**src/rtl/kld_pkg.sv**
```systemverilog
`default_nettype none

package kld_pkg;

    localparam int PROB_W            = 17;
    localparam int PROB_FRAC_BITS_DEF = 16;
    localparam int LOG_STEPS         = 16;
    localparam int STEP_CNT_W        = $clog2(2 * LOG_STEPS);
    localparam int EXP_W             = 5;
    localparam int MANT_W            = 31;
    localparam int LOG_INT_W         = 6;
    localparam int LOG_W             = LOG_INT_W + LOG_STEPS;
    localparam int LN_W              = LOG_W;
    localparam int SUM_W             = 48;
    localparam int OUT_W             = 32;
    localparam int S_DATA_W          = 40;
    localparam logic [31:0] LN2_Q32  = 32'd2977044472;

    typedef struct packed {
        logic load;
        logic square;
        logic sel_q;
        logic ln;
        logic term;
        logic acc;
        logic emit;
    } kld_cmd_t;

    typedef struct packed {
        logic last;
        logic out_free;
    } kld_sts_t;

endpackage

`default_nettype wire

```
**src/rtl/kld_ctrl.sv**
```systemverilog
`default_nettype none

module kld_ctrl
(
    input  wire logic             clk,
    input  wire logic             rst_n,
    input  wire logic             s_tvalid,
    output logic                  s_tready,
    input  wire kld_pkg::kld_sts_t sts,
    output kld_pkg::kld_cmd_t     cmd
);

    typedef enum logic [5:0]
    {
        S_IDLE   = 6'b000001,
        S_SQUARE = 6'b000010,
        S_LN     = 6'b000100,
        S_TERM   = 6'b001000,
        S_ACC    = 6'b010000,
        S_DONE   = 6'b100000
    } state_t;

    localparam logic [kld_pkg::STEP_CNT_W-1:0] STEP_LAST =
        kld_pkg::STEP_CNT_W'(2 * kld_pkg::LOG_STEPS - 1);

    state_t                          state_reg;
    state_t                          state_next;
    logic [kld_pkg::STEP_CNT_W-1:0]  step_cnt_reg;
    logic [kld_pkg::STEP_CNT_W-1:0]  step_cnt_next;

    always_comb
    begin
        state_next    = state_reg;
        step_cnt_next = step_cnt_reg;
        cmd           = '0;
        s_tready      = 1'b0;
        unique case (state_reg)
            S_IDLE:
            begin
                s_tready = 1'b1;
                if (s_tvalid)
                begin
                    cmd.load      = 1'b1;
                    step_cnt_next = '0;
                    state_next    = S_SQUARE;
                end
            end
            S_SQUARE:
            begin
                cmd.square    = 1'b1;
                cmd.sel_q     = step_cnt_reg[0];
                step_cnt_next = step_cnt_reg + 1'b1;
                if (step_cnt_reg == STEP_LAST)
                begin
                    step_cnt_next = '0;
                    state_next    = S_LN;
                end
            end
            S_LN:
            begin
                cmd.ln     = 1'b1;
                state_next = S_TERM;
            end
            S_TERM:
            begin
                cmd.term   = 1'b1;
                state_next = S_ACC;
            end
            S_ACC:
            begin
                cmd.acc    = 1'b1;
                state_next = sts.last ? S_DONE : S_IDLE;
            end
            S_DONE:
            begin
                if (sts.out_free)
                begin
                    cmd.emit   = 1'b1;
                    state_next = S_IDLE;
                end
            end
            default:
            begin
                state_next    = S_IDLE;
                step_cnt_next = '0;
            end
        endcase
    end

    always_ff @(posedge clk or negedge rst_n)
    begin
        if (!rst_n)
        begin
            state_reg    <= S_IDLE;
            step_cnt_reg <= '0;
        end
        else
        begin
            state_reg    <= state_next;
            step_cnt_reg <= step_cnt_next;
        end
    end

`ifndef SYNTHESIS
    a_emit_when_free: assert property (@(posedge clk) disable iff (!rst_n)
        cmd.emit |-> sts.out_free)
        else $error("result emitted while output register busy");

    a_idle_count_clear: assert property (@(posedge clk) disable iff (!rst_n)
        (state_reg == S_IDLE) |-> (step_cnt_reg == '0))
        else $error("step counter not cleared in idle");

    a_square_to_ln: assert property (@(posedge clk) disable iff (!rst_n)
        (cmd.square && step_cnt_reg == STEP_LAST) |=> cmd.ln)
        else $error("squaring run did not end in ln step");

    a_nonlast_returns: assert property (@(posedge clk) disable iff (!rst_n)
        (cmd.acc && !sts.last) |=> s_tready)
        else $error("non-last transaction did not return to idle");
`endif

endmodule

`default_nettype wire

```
**src/rtl/kld_datapath.sv**
```systemverilog
`default_nettype none

module kld_datapath
#(
    parameter int PROB_FRAC_BITS = kld_pkg::PROB_FRAC_BITS_DEF
)
(
    input  wire logic                           clk,
    input  wire logic                           rst_n,
    input  wire kld_pkg::kld_cmd_t              cmd,
    output kld_pkg::kld_sts_t                   sts,
    input  wire logic [kld_pkg::S_DATA_W-1:0]   s_tdata,
    input  wire logic                           s_tlast,
    output logic                                m_tvalid,
    input  wire logic                           m_tready,
    output logic [kld_pkg::OUT_W-1:0]           m_tdata,
    output logic                                m_tuser
);

    localparam int PW     = kld_pkg::PROB_W;
    localparam int MW     = kld_pkg::MANT_W;
    localparam int EW     = kld_pkg::EXP_W;
    localparam int FW     = kld_pkg::LOG_STEPS;
    localparam int IW     = kld_pkg::LOG_INT_W;
    localparam int LW     = kld_pkg::LOG_W;
    localparam int NW     = kld_pkg::LN_W;
    localparam int SW     = kld_pkg::SUM_W;
    localparam int OW     = kld_pkg::OUT_W;
    localparam int TPW    = PW + NW;
    localparam int TMAG_W = TPW - PROB_FRAC_BITS;
    localparam int LNP_W  = NW + 32;

    function automatic logic [EW-1:0] msb_index(input logic [PW-1:0] x);
        logic [EW-1:0] e;
        e = '0;
        for (int b = 0; b < PW; b++)
        begin
            if (x[b])
            begin
                e = EW'(b);
            end
        end
        return e;
    endfunction

    function automatic logic [MW-1:0] normalize(input logic [PW-1:0] x,
                                                input logic [EW-1:0] e);
        logic [MW+PW-1:0] wide;
        wide = {{MW{1'b0}}, x} << (EW'(MW - 1) - e);
        return wide[MW-1:0];
    endfunction

    logic [PW-1:0]     in_p;
    logic [PW-1:0]     in_q;
    logic [EW-1:0]     in_ep;
    logic [EW-1:0]     in_eq;

    logic [PW-1:0]     p_reg;
    logic              last_reg;
    logic              nz_reg;
    logic [EW-1:0]     ep_reg;
    logic [EW-1:0]     eq_reg;
    logic [MW-1:0]     mp_reg;
    logic [MW-1:0]     mq_reg;
    logic [FW-1:0]     fp_reg;
    logic [FW-1:0]     fq_reg;
    logic [NW-1:0]     ln_reg;
    logic              neg_reg;
    logic [TMAG_W-1:0] tmag_reg;
    logic [SW-1:0]     sum_reg;
    logic [SW-1:0]     sum_next;
    logic              ovf_reg;
    logic              ovf_next;
    logic              out_valid_reg;
    logic [OW-1:0]     out_data_reg;
    logic              out_sat_reg;

    logic [MW-1:0]     sq_op;
    logic [2*MW-1:0]   sq_prod;
    logic [MW:0]       sq_top;
    logic [MW-1:0]     sq_mant;
    logic              sq_bit;

    logic signed [IW-1:0] ip_p;
    logic signed [IW-1:0] ip_q;
    logic signed [LW-1:0] log_p;
    logic signed [LW-1:0] log_q;
    logic signed [LW:0]   log_d;
    logic [NW-1:0]        d_mag;
    logic [LNP_W-1:0]     ln_prod;
    logic [TPW-1:0]       t_prod;
    logic [TPW-1:0]       t_shift;
    logic signed [SW:0]   term_ext;
    logic signed [SW:0]   sum_sum;
    logic                 fits_out;
    logic [OW-1:0]        out_clip;

    assign in_p  = s_tdata[PW-1:0];
    assign in_q  = s_tdata[2*PW-1:PW];
    assign in_ep = msb_index(in_p);
    assign in_eq = msb_index(in_q);

    assign sq_op   = cmd.sel_q ? mq_reg : mp_reg;
    assign sq_prod = (2*MW)'(sq_op) * (2*MW)'(sq_op);
    assign sq_top  = sq_prod[2*MW-1:MW-1];
    assign sq_bit  = sq_top[MW];
    assign sq_mant = sq_bit ? sq_top[MW:1] : sq_top[MW-1:0];

    assign ip_p    = IW'({1'b0, ep_reg}) - IW'(PROB_FRAC_BITS);
    assign ip_q    = IW'({1'b0, eq_reg}) - IW'(PROB_FRAC_BITS);
    assign log_p   = {ip_p, fp_reg};
    assign log_q   = {ip_q, fq_reg};
    assign log_d   = (LW+1)'(log_p) - (LW+1)'(log_q);
    assign d_mag   = log_d[LW] ? NW'(-log_d) : log_d[NW-1:0];
    assign ln_prod = LNP_W'(d_mag) * LNP_W'(kld_pkg::LN2_Q32);

    assign t_prod  = TPW'(p_reg) * TPW'(ln_reg);
    assign t_shift = t_prod >> PROB_FRAC_BITS;

    assign term_ext = neg_reg ? -(SW+1)'(tmag_reg) : (SW+1)'(tmag_reg);
    assign sum_sum  = (SW+1)'(signed'(sum_reg)) + term_ext;

    always_comb
    begin
        sum_next = sum_reg;
        ovf_next = ovf_reg;
        if (cmd.emit)
        begin
            sum_next = '0;
            ovf_next = 1'b0;
        end
        else if (cmd.acc && nz_reg)
        begin
            if (sum_sum[SW] != sum_sum[SW-1])
            begin
                sum_next = sum_sum[SW] ? {1'b1, {(SW-1){1'b0}}} : {1'b0, {(SW-1){1'b1}}};
                ovf_next = 1'b1;
            end
            else
            begin
                sum_next = sum_sum[SW-1:0];
            end
        end
    end

    assign fits_out = (&sum_reg[SW-1:OW-1]) || !(|sum_reg[SW-1:OW-1]);
    assign out_clip = fits_out ? sum_reg[OW-1:0]
                    : (sum_reg[SW-1] ? {1'b1, {(OW-1){1'b0}}} : {1'b0, {(OW-1){1'b1}}});

    always_ff @(posedge clk)
    begin
        if (cmd.load)
        begin
            p_reg    <= in_p;
            last_reg <= s_tlast;
            nz_reg   <= (in_p != '0) && (in_q != '0);
            ep_reg   <= in_ep;
            eq_reg   <= in_eq;
            mp_reg   <= normalize(in_p, in_ep);
            mq_reg   <= normalize(in_q, in_eq);
            fp_reg   <= '0;
            fq_reg   <= '0;
        end
        else if (cmd.square)
        begin
            if (cmd.sel_q)
            begin
                mq_reg <= sq_mant;
                fq_reg <= {fq_reg[FW-2:0], sq_bit};
            end
            else
            begin
                mp_reg <= sq_mant;
                fp_reg <= {fp_reg[FW-2:0], sq_bit};
            end
        end
        if (cmd.ln)
        begin
            ln_reg  <= ln_prod[LNP_W-1:32];
            neg_reg <= log_d[LW];
        end
        if (cmd.term)
        begin
            tmag_reg <= t_shift[TMAG_W-1:0];
        end
        if (cmd.emit)
        begin
            out_data_reg <= out_clip;
            out_sat_reg  <= ovf_reg || !fits_out;
        end
    end

    always_ff @(posedge clk or negedge rst_n)
    begin
        if (!rst_n)
        begin
            sum_reg       <= '0;
            ovf_reg       <= 1'b0;
            out_valid_reg <= 1'b0;
        end
        else
        begin
            sum_reg <= sum_next;
            ovf_reg <= ovf_next;
            if (cmd.emit)
            begin
                out_valid_reg <= 1'b1;
            end
            else if (m_tready)
            begin
                out_valid_reg <= 1'b0;
            end
        end
    end

    assign sts.last     = last_reg;
    assign sts.out_free = !out_valid_reg || m_tready;
    assign m_tvalid     = out_valid_reg;
    assign m_tdata      = out_data_reg;
    assign m_tuser      = out_sat_reg;

`ifndef SYNTHESIS
    a_emit_clears_sum: assert property (@(posedge clk) disable iff (!rst_n)
        cmd.emit |=> (sum_reg == '0) && !ovf_reg && m_tvalid)
        else $error("sum not cleared or result not shown after emit");

    a_sum_held_idle: assert property (@(posedge clk) disable iff (!rst_n)
        (!cmd.acc && !cmd.emit) |=> $stable(sum_reg))
        else $error("running sum changed outside accumulate step");

    a_mant_normalized: assert property (@(posedge clk) disable iff (!rst_n)
        (cmd.square && nz_reg) |-> sq_op[MW-1])
        else $error("mantissa lost normalization during squaring");
`endif

endmodule

`default_nettype wire

```
**src/rtl/kl_divergence_accumulator.sv**
```systemverilog
`default_nettype none

// channel  dir  handshake          payload
// s_axis   in   s_tvalid/s_tready  s_tdata: class_prob, global_prob; s_tlast: last_slot
// m_axis   out  m_tvalid/m_tready  m_tdata: influence; m_tuser: saturated
//
// the next transaction is accepted only after the previous one is through and the block is back in idle
// each runs the 32 squaring steps of the two log2 evaluations on one multiplier,
// plus the accept, ln, term and accumulate steps, and a last one also the emit step
// reset clears the running sum, overflow flag, controller and output valid
// a result waits in the output register while the next transaction is accepted
// the block stalls before showing a new result only while the previous one is still held

module kl_divergence_accumulator
#(
    parameter int PROB_FRAC_BITS = kld_pkg::PROB_FRAC_BITS_DEF
)
(
    input  wire logic                         clk,
    input  wire logic                         rst_n,
    input  wire logic                         s_tvalid,
    output logic                              s_tready,
    input  wire logic [kld_pkg::S_DATA_W-1:0] s_tdata,   // class_prob, global_prob, zero pad
    input  wire logic                         s_tlast,
    output logic                              m_tvalid,
    input  wire logic                         m_tready,
    output logic [kld_pkg::OUT_W-1:0]         m_tdata,   // influence
    output logic                              m_tuser    // saturated
);

    kld_pkg::kld_cmd_t cmd;
    kld_pkg::kld_sts_t sts;

    kld_ctrl u_ctrl
    (
        .clk      (clk),
        .rst_n    (rst_n),
        .s_tvalid (s_tvalid),
        .s_tready (s_tready),
        .sts      (sts),
        .cmd      (cmd)
    );

    kld_datapath
    #(
        .PROB_FRAC_BITS (PROB_FRAC_BITS)
    )
    u_datapath
    (
        .clk      (clk),
        .rst_n    (rst_n),
        .cmd      (cmd),
        .sts      (sts),
        .s_tdata  (s_tdata),
        .s_tlast  (s_tlast),
        .m_tvalid (m_tvalid),
        .m_tready (m_tready),
        .m_tdata  (m_tdata),
        .m_tuser  (m_tuser)
    );

endmodule

`default_nettype wire

```
**config.mk**
```make
export PLATFORM = sky130hd
export DESIGN_NAME = kl_divergence_accumulator
export DESIGN_NICKNAME = d
export VERILOG_FILES = /design/src/rtl/kld_pkg.sv /design/src/rtl/kld_ctrl.sv /design/src/rtl/kld_datapath.sv /design/src/rtl/kl_divergence_accumulator.sv
export SDC_FILE = /design/constraint.sdc
export NUM_CORES = 2
export LEC_CHECK = 0
export ABC_AREA = 1
export BUFFER_PORTS_ARGS = -buffer_cell sky130_fd_sc_hd__buf_2
export CORE_AREA = 3 3 354 356
export DETAILED_ROUTE_END_ITERATION = 10
export DIE_AREA = 0 0 357 359
export GPL_TIMING_DRIVEN = 0
export PLACE_DENSITY_LB_ADDON = 0.12
export SYNTH_ARGS = -nofsm -noshare
export SYNTH_HDL_FRONTEND = slang
export SYNTH_SLANG_ARGS = --single-unit
```
**constraint.sdc**
```tcl
create_clock -name clk -period 22.4 [get_ports clk]
set_clock_uncertainty 0.05 [all_clocks]
set_input_delay 5.6 -clock clk [delete_from_list [all_inputs] [get_ports clk]]
set_output_delay 5.6 -clock clk [all_outputs]
set_load 0.02 [all_outputs]
```
Yosys cells after proc, flatten, opt, wreduce, memory -nomap -nowiden
Cells that the tools add are included.
Widths: inputs -> output; s select.
- output and inout bits: 35
- bits in registers: 263
- bits of input ports: 45
- add/sub/neg operators: 9
- eq/ne operators: 12
- $mul: 3
- bitwise logic cells: 2
- reduce and logical (&&, ||, !) cells: 25
- mux-type cells: 70
- shifts and indexed selects: 2
- operators by type and width (operator ; number):
    $mux 31 ; 8
    $mux 48 ; 4
    $mux 5 ; 18
    $mux 32 ; 2
    $mul 31x31->62 ; 1
    $shl 17x5->31 ; 2
    $mul 22x29->51 const B ; 1
    $add 48x49->49 ; 1
    $mux 49 ; 1
    $neg 23->49 ; 1
    $mul 17x22->39 ; 1
    $pmux 6 s6 ; 1
    $reduce_bool 17->1 ; 2
    $mux 4 ; 8
    $mux 6 ; 4
    $sub 22x22->23 ; 1
    $mux 22 ; 1
    $neg 22->22 ; 1
    $reduce_and 17->1 ; 1
    $reduce_or 17->1 ; 1
    $mux 1 ; 15
    $pmux 5 s3 ; 1
    $mux 3 ; 4
    $reduce_and 2->1 ; 6
    21 further kinds ; 37

Logic depth before layout (Yosys ltp)
- word-level depth: 19
- depth in mapped cells: 50

Cells and area by module
From an unflattened synthesis, not the netlist that was laid out.
- cell total of the unflattened synthesis: 8282
- area total of the unflattened synthesis: 67616.1 µm²
- modules (own cells, without submodules) (module ; times used ; cells each ; sequential area each (µm²) ; area an instance (µm²)):
    kld_datapath ; 1 ; 8195 ; 6966.7 ; 66968.0
    kld_ctrl ; 1 ; 87 ; 276.5 ; 648.1

Worst setup path after synthesis
OpenSTA, ideal clock, no wires.
- path kind: flip-flop to flip-flop
- start: register u_ctrl.state_reg[2]
- end: register u_datapath.mp_reg[6] (data pin)
- arrival: 8.192 ns
- stages on the path, launching flop included: 42
- slack: 13.891 ns
- setup time: 0.267 ns
- buffers on the path: 4
- path through: dfrtp_1 -> inv_2 -> nand2_2 -> nor2_4 -> nand4_4 -> nor2_4 -> inv_1 -> buf_2 -> buf_2 -> o21ai_1 -> clkinv_1 -> clkbuf_1 -> nor2_1 -> inv_1 -> fa_1 -> inv_1 -> fa_1 -> fa_1 -> [6 not listed] -> inv_1 -> fa_1 -> inv_1 -> ha_1 -> a21oi_1 -> o21a_1 -> inv_1 -> a21oi_1 -> o21ai_0 -> inv_1 -> nor3_1 -> a211oi_1 -> nand3_1 -> nand2_2 -> buf_6 -> nand2_1 -> nand3_1 -> o31ai_1
- word-level cells in the longest chain between the ends: 8
- elaborated cells on any way between the ends: 10
- RTL lines (what ; line ; RTL):
    start: declaration ; kld_ctrl.sv:26 ; state_t state_reg;
    start signal: assignment ; kld_ctrl.sv:99 ; state_reg <= state_next;
    $eq 6x2->1 ; kld_ctrl.sv:37 ; unique case (state_reg)
    $mux 2 ; kld_ctrl.sv:37 ;
    $mux 31 ; kld_datapath.sv:103 ; assign sq_op = cmd.sel_q ? mq_reg : mp_reg;
    $mul 31x31->62 ; kld_datapath.sv:104 ; assign sq_prod = (2*MW)'(sq_op) * (2*MW)'(sq_op);
    $mux 31 ; kld_datapath.sv:107 ; assign sq_mant = sq_bit ? sq_top[MW:1] : sq_top[MW-1:0];
    $mux 31 ; kld_datapath.sv:166 ; if (cmd.sel_q)
    $mux 31 ; kld_datapath.sv:164 ; else if (cmd.square)
    $mux 31 (*) ; kld_datapath.sv:152 ; if (cmd.load)
    end signal: assignment ; kld_datapath.sv:159 ; mp_reg <= normalize(in_p, in_ep);
    end signal: assignment ; kld_datapath.sv:173 ; mp_reg <= sq_mant;
    end: declaration ; kld_datapath.sv:63 ; logic [MW-1:0] mp_reg;
Every way passes the cells marked *; elsewhere a longest branch is shown, timed or not. The select of a mux whose other input is x is not followed.
A chain may end at the register's enable or synchronous reset.

Final worst setup path
- start: register u_ctrl.state_reg[2]
- end: register u_datapath.mq_reg[9] (data pin)
- word-level cells in the longest chain between the ends: 8
- elaborated cells on any way between the ends: 10
- RTL lines (what ; line ; RTL):
    $eq 6x2->1 ; kld_ctrl.sv:37 ;
    $mux 2 ; kld_ctrl.sv:37 ;
    $mux 31 ; kld_datapath.sv:103 ;
    $mul 31x31->62 ; kld_datapath.sv:104 ;
    $mux 31 ; kld_datapath.sv:107 ;
    $mux 31 ; kld_datapath.sv:166 ;
    $mux 31 ; kld_datapath.sv:164 ;
    $mux 31 (*) ; kld_datapath.sv:152 ;
    end signal: assignment ; kld_datapath.sv:160 ; mq_reg <= normalize(in_q, in_eq);
    end signal: assignment ; kld_datapath.sv:168 ; mq_reg <= sq_mant;
    end: declaration ; kld_datapath.sv:64 ; logic [MW-1:0] mq_reg;
Marked as above.

==> impl_metrics.yaml <==
run_status:
  outcome: "complete, but fails checks"
  violations: "max-capacitance violations, max-slew violations"
placement:
  place.gp.congestion: 1.05
  dp_hpwl_um: 194000
  postPlaceCellArea_um2: 69900
  port_buffers: 73
critical_path:
  worstSetupPathType: "flop to flop"
  cpMaxStageDelayCell: "o21ai_1"
  end_kind: "flop"
  cp.arrival_ns: 13.33
  start_kind: "flop"
  critPathMaxStageDelay_ns: 1.21
  path_max_fanout: 10
  critical-path-top-cell-by-count: "inv_1"
  crit_required_ns: 22.72
global_route:
  grt_pass1_wl_um: 338000
  grt_pass1_vias: 56038
  grt_usage_pct: 35.1
  antenna_found_initial: 10
  grt-ovfl-total: 0
  grt_start_max_net_pins: 62
route:
  postRouteAntennaNets: 0
  vias_per_cell: 5.52
  wl_per_cell_um: 22.2
  drtIter0Drc: 5286
  remaining_drc_errors: 0
  vias: 55272
  drt-pass1-iter-count: 7
  wirelength_um: 222000
run:
  cap_violations: 4
clock_network:
  htreeDepth: 1
  cts_setup_buffers: 0
  cts_resized: 0
  cts_hold_buf: 0
  clock-sinks: 262
  path_clk_slew_ns: 0.06
  cts_inserted_buffers: 31
  cts_tree: "built"
  clk_path_buf_depth: 3
  clk_latency_ns: 0.62
  cts_root_buffer: "clkbuf_16"
die:
  fp.dieW_um: 357
  num_rows: 128
  dieArea_um2: 128000
  initial_core_util_pct: 55.1
  io_pins: 80
  die_h_um: 359
  core_um2: 122000
synthesis:
  ys.flop_type: "edfxtp_1"
  synthesis.nets: 10235
  synth_area_um2: 67200
  syn-instance-count: 8243
  seq_area_frac_synth_pct: 10.8
  async_reset_ff_share_pct: 23.3
  synth.avg_cell_area_um2: 8.16
  synth_seq_cells: 262
  synth_edf_count: 169
  ys_types: 68
  yosysWarnings: 0
finish:
  stdcell_area_um2: 70900
  mostFrequentLayoutCells: "2,152 x inv_1, 1,447 x nand2_1, 1,268 x fa_1, 715 x nor2_1, 679 x ha_1"
  seq_area_um2: 7240
  n_fill_cell: 11508
  multi_input_area_um2: 50900
  drive_gt1_share_pct: 3.11
  largest_reg_flops: 48
  area_growth_syn_to_layout_pct: 5.49
  fin_nets: 10355
  mostFrequentLayoutCell: "inv_1"
timing:
  slew_headroom_pct: -4.71
  tightest_slew_ns: 1.56
  drv_slew: 24
  setup_violations: 0
  fin_crit_ns: 13.01
  setup_tns_ns: 0
  fmaxAchievable_ghz: 0.0768
  whs_ns: 0.437
  fin_crit_sh_pct: 58.1
  hold_violations: 0
  rsz0062_at_grt: "no"
min_path:
  min_path_type: "flop to flop"
## cells in the mapped netlist, types with 4 or more instances
| master | number | area (um2) |
|---|---|---|
| inv_1 | 2152 | 8080 |
| nand2_1 | 1447 | 5430 |
| fa_1 | 1268 | 25400 |
| nor2_1 | 716 | 2690 |
| ha_1 | 679 | 8500 |
| a21oi_1 | 342 | 1710 |
| nand3_1 | 300 | 1500 |
| o21ai_0 | 213 | 1070 |
| clkbuf_1 | 181 | 679 |
| edfxtp_1 | 169 | 5070 |
| xor2_1 | 115 | 1010 |
| xnor2_1 | 72 | 631 |
| dfrtp_1 | 60 | 1500 |
| a31oi_1 | 56 | 350 |
| nor3_1 | 43 | 215 |
| o21a_1 | 37 | 278 |
| nor4_1 | 33 | 206 |
| dfxtp_1 | 32 | 641 |
| o22ai_1 | 32 | 200 |
| o21ai_1 | 26 | 130 |
| nand4_1 | 24 | 150 |
| or2_2 | 24 | 150 |
| o21ai_2 | 22 | 193 |
| buf_2 | 18 | 90.1 |
| a21o_1 | 15 | 113 |
| buf_1 | 15 | 56.3 |
| o211ai_1 | 15 | 113 |
| clkinv_1 | 12 | 45.0 |
| nand3b_1 | 12 | 90.1 |
| o21bai_1 | 11 | 82.6 |
| o31ai_1 | 11 | 82.6 |
| and3_1 | 9 | 56.3 |
| buf_6 | 9 | 101 |
| inv_2 | 7 | 26.3 |
| nand2_2 | 7 | 43.8 |
| o221ai_1 | 7 | 61.3 |
| a211oi_1 | 5 | 37.5 |
| a21boi_0 | 4 | 30.0 |
## stage by stage
stage / std cells / worst slack, ns / utilization (%)
4_1_cts: 10011 / 10.07 / 58.1
2_1_floorplan: 8243 / 13.89 / -
3_3_place_gp: 9941 / 10.18 / 57.1
5_1_grt: 10012 / 9.26 / 58.1
3_5_place_dp: 9954 / 10.10 / 57.2
6_report: 10021 / 9.39 / 58.1
## worst max-delay path, delay by kind of cell, from the launching register on
family | cells | cell delay (ns)
and+or+nand+nor | 11 | 1.76
AOI/OAI and AO/OA | 6 | 2.68
DFF | 1 | 0.41
buffers and inverters | 15 | 3.38
adders and majority gates | 9 | 4.44
## layer usage
layer | up-vias | GRT usage (%) | wire length [um]
li1 | 25105 | - | -
met1 | 27162 | 51.4 | 96700
met2 | 2564 | 50.3 | 91300
met3 | 433 | 11.0 | 26700
met4 | 8 | 9.16 | 7270
met5 | - | 0 | 49
## cell families (layout without fill, tap and decap cells)
group / after synthesis / count (layout) / synth area share (%)
AOI/OAI and AO/OA: 816 / 816 / 6.91
xor gates and xnor gates: 188 / 188 / 2.46
adders and majority gates: 1947 / 1947 / 50.4
buffers and inverters: 2398 / 2542 / 13.5
DFF: 262 / 262 / 10.8
other: 0 / 9 / 0
and+or+nand+nor: 2632 / 2632 / 15.9
## final timing paths
path                                       start                      to  slack (ns)  depth (start not counted)
max in group asynchronous                  rst_n  u_ctrl.step_cnt_reg[3]       16.68                          1
setup reg to reg             u_ctrl.state_reg[2]    u_datapath.mq_reg[9]        9.39                         41
hold / removal             u_datapath.fq_reg[15]   u_datapath.fq_reg[15]        0.44                          2
setup / recovery             u_ctrl.state_reg[2]    u_datapath.mq_reg[9]        9.39                         41
min in group asynchronous                  rst_n  u_datapath.sum_reg[11]        5.05                          1
hold reg to reg            u_datapath.fq_reg[15]   u_datapath.fq_reg[15]        0.44                          2
## final cells by class
| type | instances | share of cell area (%) |
|---|---|---|
| Antenna cell | 9 | 0.0318 |
| Inverter | 2171 | 11.5 |
| Clock inverter | 23 | 0.349 |
| Sequential cell | 262 | 10.2 |
| Multi-Input combinational cell | 5583 | 71.8 |
| Tap cell | 1625 | 2.87 |
| Buffer | 227 | 1.35 |
| Clock buffer | 34 | 1.11 |
| Timing Repair Buffer | 87 | 0.775 |
Power is not shown: default switching activity piles up to over one toggle a cycle in this logic, so the estimate is an artifact.
